$ cat src/sv/ntcb_pkg.sv
package ntcb_pkg;

  // shared divider geometry
  localparam int DIV_W  = 64;
  localparam int DSR_W  = 56;
  localparam int NBITS_W = 7;

  typedef struct packed {
    logic               go;
    logic [NBITS_W-1:0] nbits;
  } div_req_t;

  localparam logic [23:0] LN2_Q24  = 24'd11629080;
  localparam logic [23:0] RES_MAX  = 24'hFFFFFF;
  localparam logic [16:0] TK_MAX   = 17'd100000;

  // register indexes
  localparam logic [2:0] REG_BETA   = 3'd0;
  localparam logic [2:0] REG_R0     = 3'd1;
  localparam logic [2:0] REG_T0     = 3'd2;
  localparam logic [2:0] REG_R1     = 3'd3;
  localparam logic [2:0] REG_SUPPLY = 3'd4;
  localparam logic [2:0] REG_NSAMP  = 3'd5;

  // status codes
  localparam logic [1:0] ST_OK     = 2'd0;
  localparam logic [1:0] ST_ZERO   = 2'd1;
  localparam logic [1:0] ST_SUPPLY = 2'd2;
  localparam logic [1:0] ST_LOG    = 2'd3;

endpackage

$ cat src/sv/ntcb_div.sv
module ntcb_div (
  input  logic                           clk,
  input  logic                           rst_n,
  input  ntcb_pkg::div_req_t             req,
  input  logic [ntcb_pkg::DIV_W-1:0]     dividend,
  input  logic [ntcb_pkg::DSR_W-1:0]     divisor,
  output logic                           done,
  output logic [ntcb_pkg::DIV_W-1:0]     quotient
);
  import ntcb_pkg::*;

  logic                 busy_r;
  logic                 done_r;
  logic [NBITS_W-1:0]   cnt_r;
  logic [DIV_W-1:0]     q_r;
  logic [DSR_W-1:0]     rem_r;
  logic [DSR_W-1:0]     dsr_r;

  logic [DSR_W:0]       rs;
  logic                 ge;

  // one restoring step per cycle, dividend bits enter from the top of q_r
  assign rs = {rem_r, q_r[DIV_W-1]};
  assign ge = rs >= {1'b0, dsr_r};

  always_ff @(posedge clk) begin
    if (!rst_n) begin
      busy_r <= 1'b0;
      done_r <= 1'b0;
      cnt_r  <= '0;
    end else begin
      done_r <= 1'b0;
      if (req.go) begin
        busy_r <= 1'b1;
        cnt_r  <= req.nbits;
        q_r    <= dividend << (NBITS_W'(DIV_W) - req.nbits);
        rem_r  <= '0;
        dsr_r  <= divisor;
      end else if (busy_r) begin
        rem_r <= ge ? DSR_W'(rs - {1'b0, dsr_r}) : rs[DSR_W-1:0];
        q_r   <= {q_r[DIV_W-2:0], ge};
        cnt_r <= cnt_r - NBITS_W'(1);
        if (cnt_r == NBITS_W'(1)) begin
          busy_r <= 1'b0;
          done_r <= 1'b1;
        end
      end
    end
  end

  assign done     = done_r;
  assign quotient = q_r;

endmodule

$ cat src/sv/ntc_beta_temperature_core.sv
// ntc thermistor temperature core, beta equation
// a word that does not close a group is only added to the accumulator; a closing word
//   starts the mean, resistance, log and temperature steps
// one word at a time: in_stall is high from a closing word until its result is loaded;
//   the result uses the shared serial divider (one quotient bit a cycle) and multiplier
// reset: synchronous active-low rst_n clears accumulator, sequencer and output valid,
//   and loads the default configuration
module ntc_beta_temperature_core #(
  parameter int LOG_ITERATIONS = 24
) (
  input  logic               clk,
  input  logic               rst_n,
  // sample channel
  input  logic               in_valid,
  output logic               in_stall,
  input  logic [11:0]        in_sample_millivolts,
  // result channel
  output logic               out_valid,
  input  logic               out_stall,
  output logic [11:0]        out_mean_millivolts,
  output logic [23:0]        out_resistance_ohm,
  output logic [16:0]        out_temp_centikelvin,
  output logic signed [17:0] out_temp_centicelsius,
  output logic signed [18:0] out_temp_centifahrenheit,
  output logic [1:0]         out_status,
  // configuration
  input  logic               cfg_we,
  input  logic [2:0]         cfg_index,
  input  logic [19:0]        cfg_data
);
  import ntcb_pkg::*;

  // iteration counter is at least 6 bits so the q32 bit position test works
  localparam int ITER_W = ($clog2(LOG_ITERATIONS + 1) > 6) ? $clog2(LOG_ITERATIONS + 1) : 6;

  // reciprocal of ten, exact for any 32-bit dividend after a 35-bit shift
  localparam logic [31:0] RECIP10 = 32'hCCCCCCCD;

  // sequencer states
  localparam logic [4:0] S_IDLE     = 5'd0;
  localparam logic [4:0] S_MEAN_GO  = 5'd1;
  localparam logic [4:0] S_MEAN_WT  = 5'd2;
  localparam logic [4:0] S_CHECK    = 5'd3;
  localparam logic [4:0] S_RES_MUL  = 5'd4;
  localparam logic [4:0] S_RES_GO   = 5'd5;
  localparam logic [4:0] S_RES_WT   = 5'd6;
  localparam logic [4:0] S_LOG_NORM = 5'd7;
  localparam logic [4:0] S_LOG_MUL  = 5'd8;
  localparam logic [4:0] S_LOG_SQ   = 5'd9;
  localparam logic [4:0] S_LOG_END  = 5'd10;
  localparam logic [4:0] S_LN_LO    = 5'd11;
  localparam logic [4:0] S_LN_HI    = 5'd12;
  localparam logic [4:0] S_LN_SUM   = 5'd13;
  localparam logic [4:0] S_BQ_GO    = 5'd14;
  localparam logic [4:0] S_BQ_WT    = 5'd15;
  localparam logic [4:0] S_DENOM    = 5'd16;
  localparam logic [4:0] S_TK_GO    = 5'd17;
  localparam logic [4:0] S_TK_WT    = 5'd18;
  localparam logic [4:0] S_CF_MUL   = 5'd19;
  localparam logic [4:0] S_CF_SHIFT = 5'd20;
  localparam logic [4:0] S_DONE     = 5'd21;

  // configuration registers
  logic [13:0] beta_r;
  logic [19:0] r0_r;
  logic [15:0] t0_r;
  logic [19:0] r1_r;
  logic [12:0] supply_r;
  logic [4:0]  nsamp_r;

  // accumulator
  logic [15:0] sum_r;
  logic [4:0]  cnt_r;
  logic [15:0] grp_sum_r;
  logic [4:0]  grp_cnt_r;

  // sequencer and datapath
  logic [4:0]        state_r;
  logic [11:0]       mean_r;
  logic [23:0]       res_r;
  logic [1:0]        status_r;
  logic [63:0]       prod_r;
  logic [55:0]       acc_r;
  logic [30:0]       m_r;
  logic [4:0]        exp_r;
  logic [31:0]       frac_r;
  logic [ITER_W-1:0] iter_r;
  logic              log_sel_r;
  logic [36:0]       lr_r;
  logic [36:0]       mag_r;
  logic              neg_r;
  logic [36:0]       lnq_r;
  logic [52:0]       bq_r;
  logic [53:0]       ud_r;
  logic [16:0]       tk_r;
  logic [18:0]       cf_r;

  // output registers
  logic              out_valid_r;
  logic [11:0]       out_mean_r;
  logic [23:0]       out_res_r;
  logic [16:0]       out_tk_r;
  logic signed [17:0] out_tc_r;
  logic signed [18:0] out_tf_r;
  logic [1:0]        out_status_r;

  // shared multiplier operands
  logic [31:0] mul_a;
  logic [31:0] mul_b;

  // divider hookup
  div_req_t    div_req;
  logic [63:0] div_dividend;
  logic [55:0] div_divisor;
  logic        div_done;
  logic [63:0] div_q;

  // helpers
  logic [4:0]  grp_n;
  logic [15:0] acc_sum;
  logic [4:0]  acc_cnt;
  logic        in_take;
  logic        out_load;
  logic [19:0] r0_eff;
  logic [15:0] t0_eff;
  logic [36:0] log_val;
  logic [31:0] sq;
  logic [61:0] ln_sum;
  logic [20:0] bq_num;
  logic [27:0] tk_num;
  logic [20:0] cf_num;

  assign in_take = in_valid && !in_stall;
  assign in_stall = (state_r != S_IDLE);

  // group size zero counts as one, above sixteen as sixteen
  assign grp_n   = (nsamp_r == 5'd0) ? 5'd1 : ((nsamp_r > 5'd16) ? 5'd16 : nsamp_r);
  assign acc_sum = sum_r + 16'(in_sample_millivolts);
  assign acc_cnt = cnt_r + 5'd1;

  assign r0_eff  = (r0_r == 20'd0) ? 20'd1 : r0_r;
  assign t0_eff  = (t0_r == 16'd0) ? 16'd1 : t0_r;
  assign log_val = {exp_r, frac_r};
  assign sq      = prod_r[61:30];
  assign ln_sum  = {6'd0, acc_r} + {prod_r[29:0], 32'd0};
  assign bq_num  = 21'(beta_r) * 21'd100;
  assign tk_num  = 28'(beta_r) * 28'd10000;
  assign cf_num  = 21'(tk_r) * 21'd18 + 21'd5;

  // result register frees up when taken or empty
  assign out_load = (state_r == S_DONE) && (!out_valid_r || !out_stall);

  // multiplier operand select
  always_comb begin
    mul_a = '0;
    mul_b = '0;
    unique case (state_r)
      S_RES_MUL: begin
        mul_a = 32'(r1_r);
        mul_b = 32'(supply_r - 13'(mean_r));
      end
      S_LOG_MUL: begin
        mul_a = 32'(m_r);
        mul_b = 32'(m_r);
      end
      S_LN_LO: begin
        mul_a = mag_r[31:0];
        mul_b = 32'(LN2_Q24);
      end
      S_LN_HI: begin
        mul_a = 32'(mag_r[36:32]);
        mul_b = 32'(LN2_Q24);
      end
      S_CF_MUL: begin
        mul_a = 32'(cf_num);
        mul_b = RECIP10;
      end
      default: begin
        mul_a = '0;
        mul_b = '0;
      end
    endcase
  end

  // divider request per state
  always_comb begin
    div_req      = '0;
    div_dividend = '0;
    div_divisor  = '0;
    unique case (state_r)
      S_MEAN_GO: begin
        div_req.go    = 1'b1;
        div_req.nbits = NBITS_W'(16);
        div_dividend  = 64'(grp_sum_r);
        div_divisor   = 56'(grp_cnt_r);
      end
      S_RES_GO: begin
        div_req.go    = 1'b1;
        div_req.nbits = NBITS_W'(34);
        div_dividend  = 64'(prod_r[33:0]);
        div_divisor   = 56'(mean_r);
      end
      S_BQ_GO: begin
        div_req.go    = 1'b1;
        div_req.nbits = NBITS_W'(53);
        div_dividend  = 64'({bq_num, 32'd0});
        div_divisor   = 56'(t0_eff);
      end
      S_TK_GO: begin
        // rounded quotient: add half the divisor first
        div_req.go    = 1'b1;
        div_req.nbits = NBITS_W'(64);
        div_dividend  = 64'({tk_num, 32'd0}) + 64'(ud_r[53:1]);
        div_divisor   = 56'(ud_r);
      end
      default: begin
        div_req      = '0;
        div_dividend = '0;
        div_divisor  = '0;
      end
    endcase
  end

  ntcb_div u_div (
    .clk      (clk),
    .rst_n    (rst_n),
    .req      (div_req),
    .dividend (div_dividend),
    .divisor  (div_divisor),
    .done     (div_done),
    .quotient (div_q)
  );

  // configuration writes
  always_ff @(posedge clk) begin
    if (!rst_n) begin
      beta_r   <= 14'd3950;
      r0_r     <= 20'd100000;
      t0_r     <= 16'd29815;
      r1_r     <= 20'd10000;
      supply_r <= 13'd3300;
      nsamp_r  <= 5'd5;
    end else if (cfg_we) begin
      unique case (cfg_index)
        REG_BETA:   beta_r   <= cfg_data[13:0];
        REG_R0:     r0_r     <= cfg_data;
        REG_T0:     t0_r     <= cfg_data[15:0];
        REG_R1:     r1_r     <= cfg_data;
        REG_SUPPLY: supply_r <= cfg_data[12:0];
        REG_NSAMP:  nsamp_r  <= cfg_data[4:0];
        default: ;
      endcase
    end
  end

  // sequencer
  always_ff @(posedge clk) begin
    if (!rst_n) begin
      state_r <= S_IDLE;
      sum_r   <= '0;
      cnt_r   <= '0;
    end else begin
      unique case (state_r)
        S_IDLE: begin
          if (in_take) begin
            if (acc_cnt < grp_n) begin
              sum_r <= acc_sum;
              cnt_r <= acc_cnt;
            end else begin
              // group closes: latch it and start over
              grp_sum_r <= acc_sum;
              grp_cnt_r <= acc_cnt;
              sum_r     <= '0;
              cnt_r     <= '0;
              state_r   <= S_MEAN_GO;
            end
          end
        end
        S_MEAN_GO: state_r <= S_MEAN_WT;
        S_MEAN_WT: begin
          if (div_done) begin
            mean_r  <= (div_q[15:0] > 16'd4095) ? 12'd4095 : div_q[11:0];
            state_r <= S_CHECK;
          end
        end
        S_CHECK: begin
          if (mean_r == 12'd0) begin
            status_r <= ST_ZERO;
            res_r    <= RES_MAX;
            state_r  <= S_DONE;
          end else if (13'(mean_r) >= supply_r) begin
            status_r <= ST_SUPPLY;
            res_r    <= '0;
            state_r  <= S_DONE;
          end else begin
            status_r <= ST_OK;
            state_r  <= S_RES_MUL;
          end
        end
        S_RES_MUL: begin
          prod_r  <= 64'(mul_a) * 64'(mul_b);
          state_r <= S_RES_GO;
        end
        S_RES_GO: state_r <= S_RES_WT;
        S_RES_WT: begin
          if (div_done) begin
            if (div_q > 64'(RES_MAX)) begin
              res_r <= RES_MAX;
              m_r   <= {RES_MAX, 7'd0};
            end else begin
              res_r <= div_q[23:0];
              m_r   <= {div_q[23:0], 7'd0};
            end
            exp_r     <= 5'd23;
            frac_r    <= '0;
            iter_r    <= '0;
            log_sel_r <= 1'b0;
            if (div_q == 64'd0) begin
              status_r <= ST_LOG;
              state_r  <= S_DONE;
            end else begin
              state_r <= S_LOG_NORM;
            end
          end
        end
        S_LOG_NORM: begin
          // one bit a cycle until the leading one sits at bit 30
          if (m_r[30]) begin
            state_r <= S_LOG_MUL;
          end else begin
            m_r   <= {m_r[29:0], 1'b0};
            exp_r <= exp_r - 5'd1;
          end
        end
        S_LOG_MUL: begin
          prod_r  <= 64'(mul_a) * 64'(mul_b);
          state_r <= S_LOG_SQ;
        end
        S_LOG_SQ: begin
          if (sq[31]) begin
            m_r <= sq[31:1];
            if (iter_r < ITER_W'(32)) begin
              frac_r[5'd31 - iter_r[4:0]] <= 1'b1;
            end
          end else begin
            m_r <= sq[30:0];
          end
          iter_r <= iter_r + ITER_W'(1);
          if (iter_r == ITER_W'(LOG_ITERATIONS - 1)) begin
            state_r <= S_LOG_END;
          end else begin
            state_r <= S_LOG_MUL;
          end
        end
        S_LOG_END: begin
          if (!log_sel_r) begin
            // thermistor log done, now the nominal resistance
            lr_r      <= log_val;
            m_r       <= {4'd0, r0_eff, 7'd0};
            exp_r     <= 5'd23;
            frac_r    <= '0;
            iter_r    <= '0;
            log_sel_r <= 1'b1;
            state_r   <= S_LOG_NORM;
          end else begin
            neg_r   <= lr_r < log_val;
            mag_r   <= (lr_r < log_val) ? (log_val - lr_r) : (lr_r - log_val);
            state_r <= S_LN_LO;
          end
        end
        S_LN_LO: begin
          prod_r  <= 64'(mul_a) * 64'(mul_b);
          state_r <= S_LN_HI;
        end
        S_LN_HI: begin
          acc_r   <= prod_r[55:0];
          prod_r  <= 64'(mul_a) * 64'(mul_b);
          state_r <= S_LN_SUM;
        end
        S_LN_SUM: begin
          lnq_r   <= ln_sum[60:24];
          state_r <= S_BQ_GO;
        end
        S_BQ_GO: state_r <= S_BQ_WT;
        S_BQ_WT: begin
          if (div_done) begin
            bq_r    <= div_q[52:0];
            state_r <= S_DENOM;
          end
        end
        S_DENOM: begin
          // denominator ln(R/R0) + beta/T0 must stay positive
          if (neg_r ? (53'(lnq_r) >= bq_r) : ((bq_r == 53'd0) && (lnq_r == 37'd0))) begin
            status_r <= ST_LOG;
            state_r  <= S_DONE;
          end else begin
            ud_r    <= neg_r ? 54'(bq_r - 53'(lnq_r)) : (54'(bq_r) + 54'(lnq_r));
            state_r <= S_TK_GO;
          end
        end
        S_TK_GO: state_r <= S_TK_WT;
        S_TK_WT: begin
          if (div_done) begin
            tk_r    <= (div_q > 64'(TK_MAX)) ? TK_MAX : div_q[16:0];
            state_r <= S_CF_MUL;
          end
        end
        S_CF_MUL: begin
          // divide by ten through the reciprocal
          prod_r  <= 64'(mul_a) * 64'(mul_b);
          state_r <= S_CF_SHIFT;
        end
        S_CF_SHIFT: begin
          cf_r    <= 19'(prod_r[55:35]) - 19'd45940;
          state_r <= S_DONE;
        end
        S_DONE: begin
          if (out_load) begin
            state_r <= S_IDLE;
          end
        end
        default: state_r <= S_IDLE;
      endcase
    end
  end

  // result register, temperatures forced to zero on any fault
  always_ff @(posedge clk) begin
    if (!rst_n) begin
      out_valid_r <= 1'b0;
    end else if (out_load) begin
      out_valid_r <= 1'b1;
    end else if (!out_stall) begin
      out_valid_r <= 1'b0;
    end
  end

  always_ff @(posedge clk) begin
    if (out_load) begin
      out_mean_r   <= mean_r;
      out_res_r    <= res_r;
      out_status_r <= status_r;
      if (status_r == ST_OK) begin
        out_tk_r <= tk_r;
        out_tc_r <= $signed({1'b0, tk_r}) - 18'sd27300;
        out_tf_r <= $signed(cf_r);
      end else begin
        out_tk_r <= '0;
        out_tc_r <= '0;
        out_tf_r <= '0;
      end
    end
  end

  assign out_valid                = out_valid_r;
  assign out_mean_millivolts      = out_mean_r;
  assign out_resistance_ohm       = out_res_r;
  assign out_temp_centikelvin     = out_tk_r;
  assign out_temp_centicelsius    = out_tc_r;
  assign out_temp_centifahrenheit = out_tf_r;
  assign out_status               = out_status_r;

endmodule

$ cat config.mk
export PLATFORM = sky130hd
export DESIGN_NAME = ntc_beta_temperature_core
export DESIGN_NICKNAME = d
export VERILOG_FILES = /design/src/sv/ntcb_pkg.sv /design/src/sv/ntcb_div.sv /design/src/sv/ntc_beta_temperature_core.sv
export SDC_FILE = /design/constraint.sdc
export NUM_CORES = 2
export LEC_CHECK = 0
export BUFFER_PORTS_ARGS = -buffer_cell sky130_fd_sc_hd__buf_4
export CORE_MARGIN = 10
export CORE_UTILIZATION = 44
export DETAILED_ROUTE_END_ITERATION = 10
export GPL_ROUTABILITY_DRIVEN = 0
export RECOVER_POWER = 25
export SYNTH_ARGS = -nofsm -noshare
export SYNTH_HDL_FRONTEND = slang
export SYNTH_SLANG_ARGS = --single-unit
$ cat constraint.sdc
create_clock -name clk -period 13.7 [get_ports clk]
set_input_delay 1.37 -clock clk [delete_from_list [all_inputs] [get_ports clk]]
set_output_delay 1.37 -clock clk [all_outputs]
set_load 0.03 [all_outputs]
Yosys cells after proc, flatten, opt, wreduce, memory -nomap -nowiden
Index checks and enable logic that the tools add are counted.
{ "classes": {"addsub": 18, "multipliers": 4, "order_cmp": 12, "n_eq_ne": 44, "shifts": 1, "muxes": 74, "bitwise": 6, "reduce_logical": 58} }
{ "ops": {"columns": ["cell", "count"], "rows": [
  ["61-bit case mux with 4 select lines", 1],
  ["54-bit case mux with 4 select lines", 1],
  ["32-bit case mux with 5 select lines", 1],
  ["31-bit two-way mux", 5],
  ["32-bit two-way mux", 4],
  ["64-bit two-way mux", 2],
  ["32-bit case mux with 4 select lines", 1],
  ["31-bit case mux with 4 select lines", 1],
  ["56-bit two-way mux", 2],
  ["5-bit case mux with 22 select lines", 1],
  ["24-bit two-way mux", 4],
  ["32-bit case mux with 3 select lines", 1],
  ["5-bit two-way mux", 17],
  ["37-bit subtractor", 2],
  ["64-bit by 17-bit greater-than comparator with 1-bit output (second input constant)", 1],
  ["64-bit by 24-bit greater-than comparator with 1-bit output (second input constant)", 1],
  ["64-bit zero test", 1],
  ["61-bit by 7-bit left shift with 64-bit output", 1],
  ["32-bit by 32-bit multiplier with 62-bit output", 1],
  ["56-bit by 61-bit adder with 61-bit output", 1],
  ["60-bit by 53-bit adder with 61-bit output", 1],
  ["57-bit by 56-bit >= comparator with 1-bit output", 1],
  ["56-bit subtractor", 1],
  ["53-bit by 37-bit adder with 54-bit output", 1],
  ["other kinds (80)", 164]
]} }
{ "totals": {"register_bits": 899, "in_bits": 40, "output_inout_bits": 94, "elab_cells": 260} }

Longest topological paths before layout
{ "logic_depth": {"depth_word": 9, "ltp_mapped": 47, "ltp_nobuf": 43} }

Modules after synthesis
A second synthesis with hierarchy kept.
{ "hier_totals": {"hier_cells": 9819, "area_unflattened_um2": 90377.9} }
{ "modules_own_cells": {"columns": ["mod", "n_inst", "cells_per_inst", "area_each_um2", "seq_area_each_um2"], "rows": [
  ["ntc_beta_temperature_core", 1, 8247, 76005.4, 19508.7],
  ["ntcb_div", 1, 1572, 14372.5, 5465.2]
]} }

Worst setup path after synthesis
Ideal clock, no wire load.
{ "synth_path": {"kind": "register to register", "startpoint": "reg tk_r[4]", "endpoint": "reg prod_r[61], data pin", "setup_time_ns": 0.258, "arrival_time_ns": 10.437, "required_ns": 13.442, "slack_ns": 3.006, "stages_incl_launch_ff": 42, "path_buffers": 0, "period_less_slack_ns": 10.694, "path_cell_list": "edfxtp_1 -> ha_1 -> ha_1 -> inv_1 -> fa_1 -> nor2b_1 -> o21a_1 -> nor3_1 -> nand4bb_1 -> nor3_2 -> nand4_1 -> or3_1 -> or4b_1 -> o21ai_1 -> mux2i_1 -> inv_2 -> o21ai_1 -> fa_1 -> [6 not listed] -> inv_1 -> fa_1 -> inv_1 -> fa_1 -> inv_1 -> fa_1 -> inv_1 -> ha_1 -> a21oi_1 -> nand2_1 -> or3_1 -> o21ai_1 -> a21oi_1 -> a2111o_1 -> a41oi_1 -> o31ai_1 -> a21o_1 -> xnor2_1"} }
{ "synth_between": {"elab_chain_cells": 4} }
{ "synth_lines": {"columns": ["item", "line", "source"], "rows": [
  ["from (decl)", "ntc_beta_temperature_core.sv:95", "logic [16:0] tk_r;"],
  ["from (signal assigned)", "ntc_beta_temperature_core.sv:404", "tk_r <= (div_q > 64'(TK_MAX)) ? TK_MAX : div_q[16:0];"],
  ["17-bit by 4-bit multiplier with 20-bit output", "ntc_beta_temperature_core.sv:148", "assign cf_num = 21'(tk_r) * 21'd18 + 21'd5;"],
  ["21-bit by 3-bit adder with 21-bit output", "ntc_beta_temperature_core.sv:148", null],
  ["32-bit case mux with 5 select lines", "ntc_beta_temperature_core.sv:157", "unique case (state_r)"],
  ["32-bit by 32-bit multiplier with 62-bit output", null, null],
  ["to (signal assigned)", "ntc_beta_temperature_core.sv:301", "prod_r <= 64'(mul_a) * 64'(mul_b);"],
  ["to (signal assigned)", "ntc_beta_temperature_core.sv:336", "prod_r <= 64'(mul_a) * 64'(mul_b);"],
  ["to (signal assigned)", "ntc_beta_temperature_core.sv:372", "prod_r <= 64'(mul_a) * 64'(mul_b);"],
  ["to (decl)", "ntc_beta_temperature_core.sv:82", "logic [63:0] prod_r;"]
]} }
Every way passes these cells.
A chain may end at the register's enable or synchronous reset.

Final worst setup path
{ "layout_path": {"startpoint": "reg tk_r[2]", "endpoint": "reg prod_r[60], data pin"} }
Same word-level chain as after synthesis.

==> results.toml <==
[status]
status = "finished, violations left"
violations = "capacitance limit, slew limit"

[setup_path]
crit_path_frequent_cell = "fa_1"
ff2ff_path_depth = 39
crit_type = "register to register"
crit_required_ps = 14170
max_stage_delay_ps = 890
critical-path-top-delay-family = "adder cells"
endpoint_kind = "register"
setup.worst_path.start_class = "register"
crit_buf_inv = 6
crit_path_top_delay_cell = "nor4_1"
path_max_fanout = 8
crit_cells = 39
cp.arrival_ps = 13550

[synth]
synth_flop_cell = "edfxtp_1"
synth_seq_area_share = 0.280
yosys_warnings = 0
synth_edf_count = 747
ys_seq_elements = 871
async_reset_ff_frac = 0
synth_area_per_cell_um2 = 9.23
syn_inst = 9626
ys_types = 104
synth_area_um2 = 88900

[clock_network]
postCtsSetupBuffers = 0
cts_buffers = 100
clkTransAtPathRegs_ps = 60
cts_hold_buffers = 0
clockBufferDepth = 3
cts_tree = "done"
insertion_delay_ps = 800
clock_sinks = 871
cts_resized = 0
root_buffer = "clkbuf_16"
ctsHtreeMaxLevel = 3

[power]
powerDensity_nw_per_um2 = 89.9
power.leakage_nw = 42.4
vdd.ir_drop.worst_v = 0.000106

[detailed_routing]
drtIter0Drc = 8434
vias = 73500
wl_per_cell_um = 26.0
drc = 0
vias_per_cell = 5.94
first_pass_iters = 7
routed_wl_um = 322000
drtAntennaViolNets = 0

[timing]
relSlewSlack = -1.17
hold_viol = 0
period_share = 0.955
rsz0062_at_grt = "no"
min_period_ps = 13080
maxSlewViolCount = 256
tns_ps = 0
setup_viol = 0
tightest_slew_ps = 3250
finClkSkew_ps = 86.8
holdWs_ps = 419
fmax_mhz = 76.4
layout_setup_ws_ps = 618

[die]
coreArea_um2 = 200000
io_pins = 134
die-height_um = 469
dieArea_um2 = 220000
start_util = 0.444
die_x_um = 469
num_rows = 164

[grt]
antenna_found_initial = 17
grt-busiest-layer = "met2"
grt_usage = 0.283
overflow = 0
grt_max_degree = 72
met3_usage = 0.0729
grt_pass1_wl_um = 475000
met1_usage = 0.357
grt_pass1_vias = 73000
use_met2 = 0.426

[place]
portBuffers = 133
hpwl_um = 253000
dp.cells = 12200
pre_cts_ws_ps = 962

[layout]
areaGrowthSynthToFinish_pct = 8.70
nNetsFinal = 11300
final_cells = 12400
drive_gt1_frac = 0.0585
layout_commonest_cell = "inv_1"
final_cell_mix = "1,505 x inv_1, 1,220 x nand2_1, 943 x fa_1, 761 x nor2_1, 747 x edfxtp_1"

[hold_path]
hold_path_class = "register to register"
hold_depth = 0

[job]
maxCapViolCount = 7
## synthesized netlist by cell type (all sizes together), types with 11 or more instances
library cell,count,share of area
nor3b,15,0.0013
a21oi,585,0.033
o31ai,31,0.0026
a22o,46,0.0045
edfxtp,747,0.25
xnor2,216,0.021
ha,668,0.094
mux2,35,0.0044
nor3,136,0.0077
nand3,132,0.0074
a221o,31,0.0035
nand2,1222,0.052
a222oi,44,0.0050
and2,123,0.0087
o21bai,57,0.0048
a21boi,24,0.0021
or2,21,0.0015
dfxtp,124,0.028
nand4,61,0.0045
nor2b,54,0.0038
a31oi,52,0.0037
a21o,167,0.014
buf,71,0.0035
inv,1512,0.064
a211o,14,0.0014
o22ai,29,0.0020
o21a,67,0.0057
o211ai,43,0.0036
nor4,85,0.0060
and3,56,0.0040
o221ai,14,0.0014
xor2,116,0.011
and4,11,0.0011
a41oi,12,0.0012
nor2,772,0.033
or3,50,0.0036
a22oi,31,0.0026
a211oi,81,0.0068
clkbuf,370,0.016
fa,943,0.21
a221oi,31,0.0031
nand2b,79,0.0056
o21ai,347,0.020
mux2i,137,0.015
## layout make-up
cell class,instances,area [um2]
antenna,10,25.0
clock buffer,117,2670
clock inverter,69,916
fill,18900,104000
inverter,1514,5680
multi-input combinational,6827,56900
sequential,871,24900
tap,2656,3320
timing repair buffer,305,2120
## sequential cells by signal, summed over array words and instances (netlist names), 17 cells and up
name / cells
r0_r: 20
cf_r: 19
lr_r: 37
out_resistance_ohm: 24
r1_r: 20
bq_r: 53
frac_r: 32
mag_r: 37
u_div.dsr_r: 54
res_r: 24
acc_r: 32
tk_r: 17
out_temp_centifahrenheit: 19
u_div.quotient: 64
ud_r: 54
lnq_r: 37
prod_r: 62
out_temp_centikelvin: 17
u_div.rem_r: 56
m_r: 31
## through the flow
step | total power [W] | area (um2) | util
global route | 0.00904 | 96600 | 0.482
global placement | 0.00565 | 93200 | 0.465
CTS | 0.00865 | 96800 | 0.483
finish | 0.00868 | 96600 | 0.482
detailed placement | 0.00569 | 93200 | 0.465
floorplan | 0.00495 | 89000 | -
## per-layer routing
| metal | routed length (um) | vias up | part of all wire |
|---|---|---|---|
| met3 | 33900 | 1072 | 0.11 |
| met1 | 123000 | 36200 | 0.38 |
| met2 | 138000 | 4021 | 0.43 |
| met5 | 126 | - | 0.00039 |
| met4 | 26900 | 20 | 0.084 |
| li1 | - | 32200 | - |
## final timing paths
| path | start | end | slack, ps |
|---|---|---|---|
| worst max-delay path | tk_r[2]$_SDFFCE_PN0P_ | prod_r[60]$_DFFE_PP_ | 620 |
| worst min-delay path | acc_r[24]$_DFFE_PP_ | lnq_r[0]$_DFFE_PP_ | 420 |
| worst max register to register | tk_r[2]$_SDFFCE_PN0P_ | prod_r[60]$_DFFE_PP_ | 620 |
| worst min register to register | acc_r[24]$_DFFE_PP_ | lnq_r[0]$_DFFE_PP_ | 420 |
## where the power goes
part	internal [W]	total, W	leakage (nW)	switching (W)
Sequential	0.00308	0.00324	7.82	0.000158
Clock	0.00172	0.00297	1.73	0.00125
Combinational	0.000891	0.00248	32.9	0.00158
Total	0.00569	0.00868	42.4	0.00299
## kinds of logic (layout without fill, tap and decap cells)
group                    Yosys count  after routing  share of synthesized area
XOR/XNOR                         332            332                     0.0328
AO/OA/AOI/OAI                   1827           1827                      0.134
AND/OR/NAND/NOR                 2853           2853                      0.143
multiplexers                     175            175                     0.0206
buffers and inverters           1955           2005                     0.0831
other                              2             39                  0.0000845
adder cells (fa/ha/maj)         1611           1611                      0.307
flip-flops                       871            871                      0.280
No activity file was read; power rests on OpenSTA's default activity.
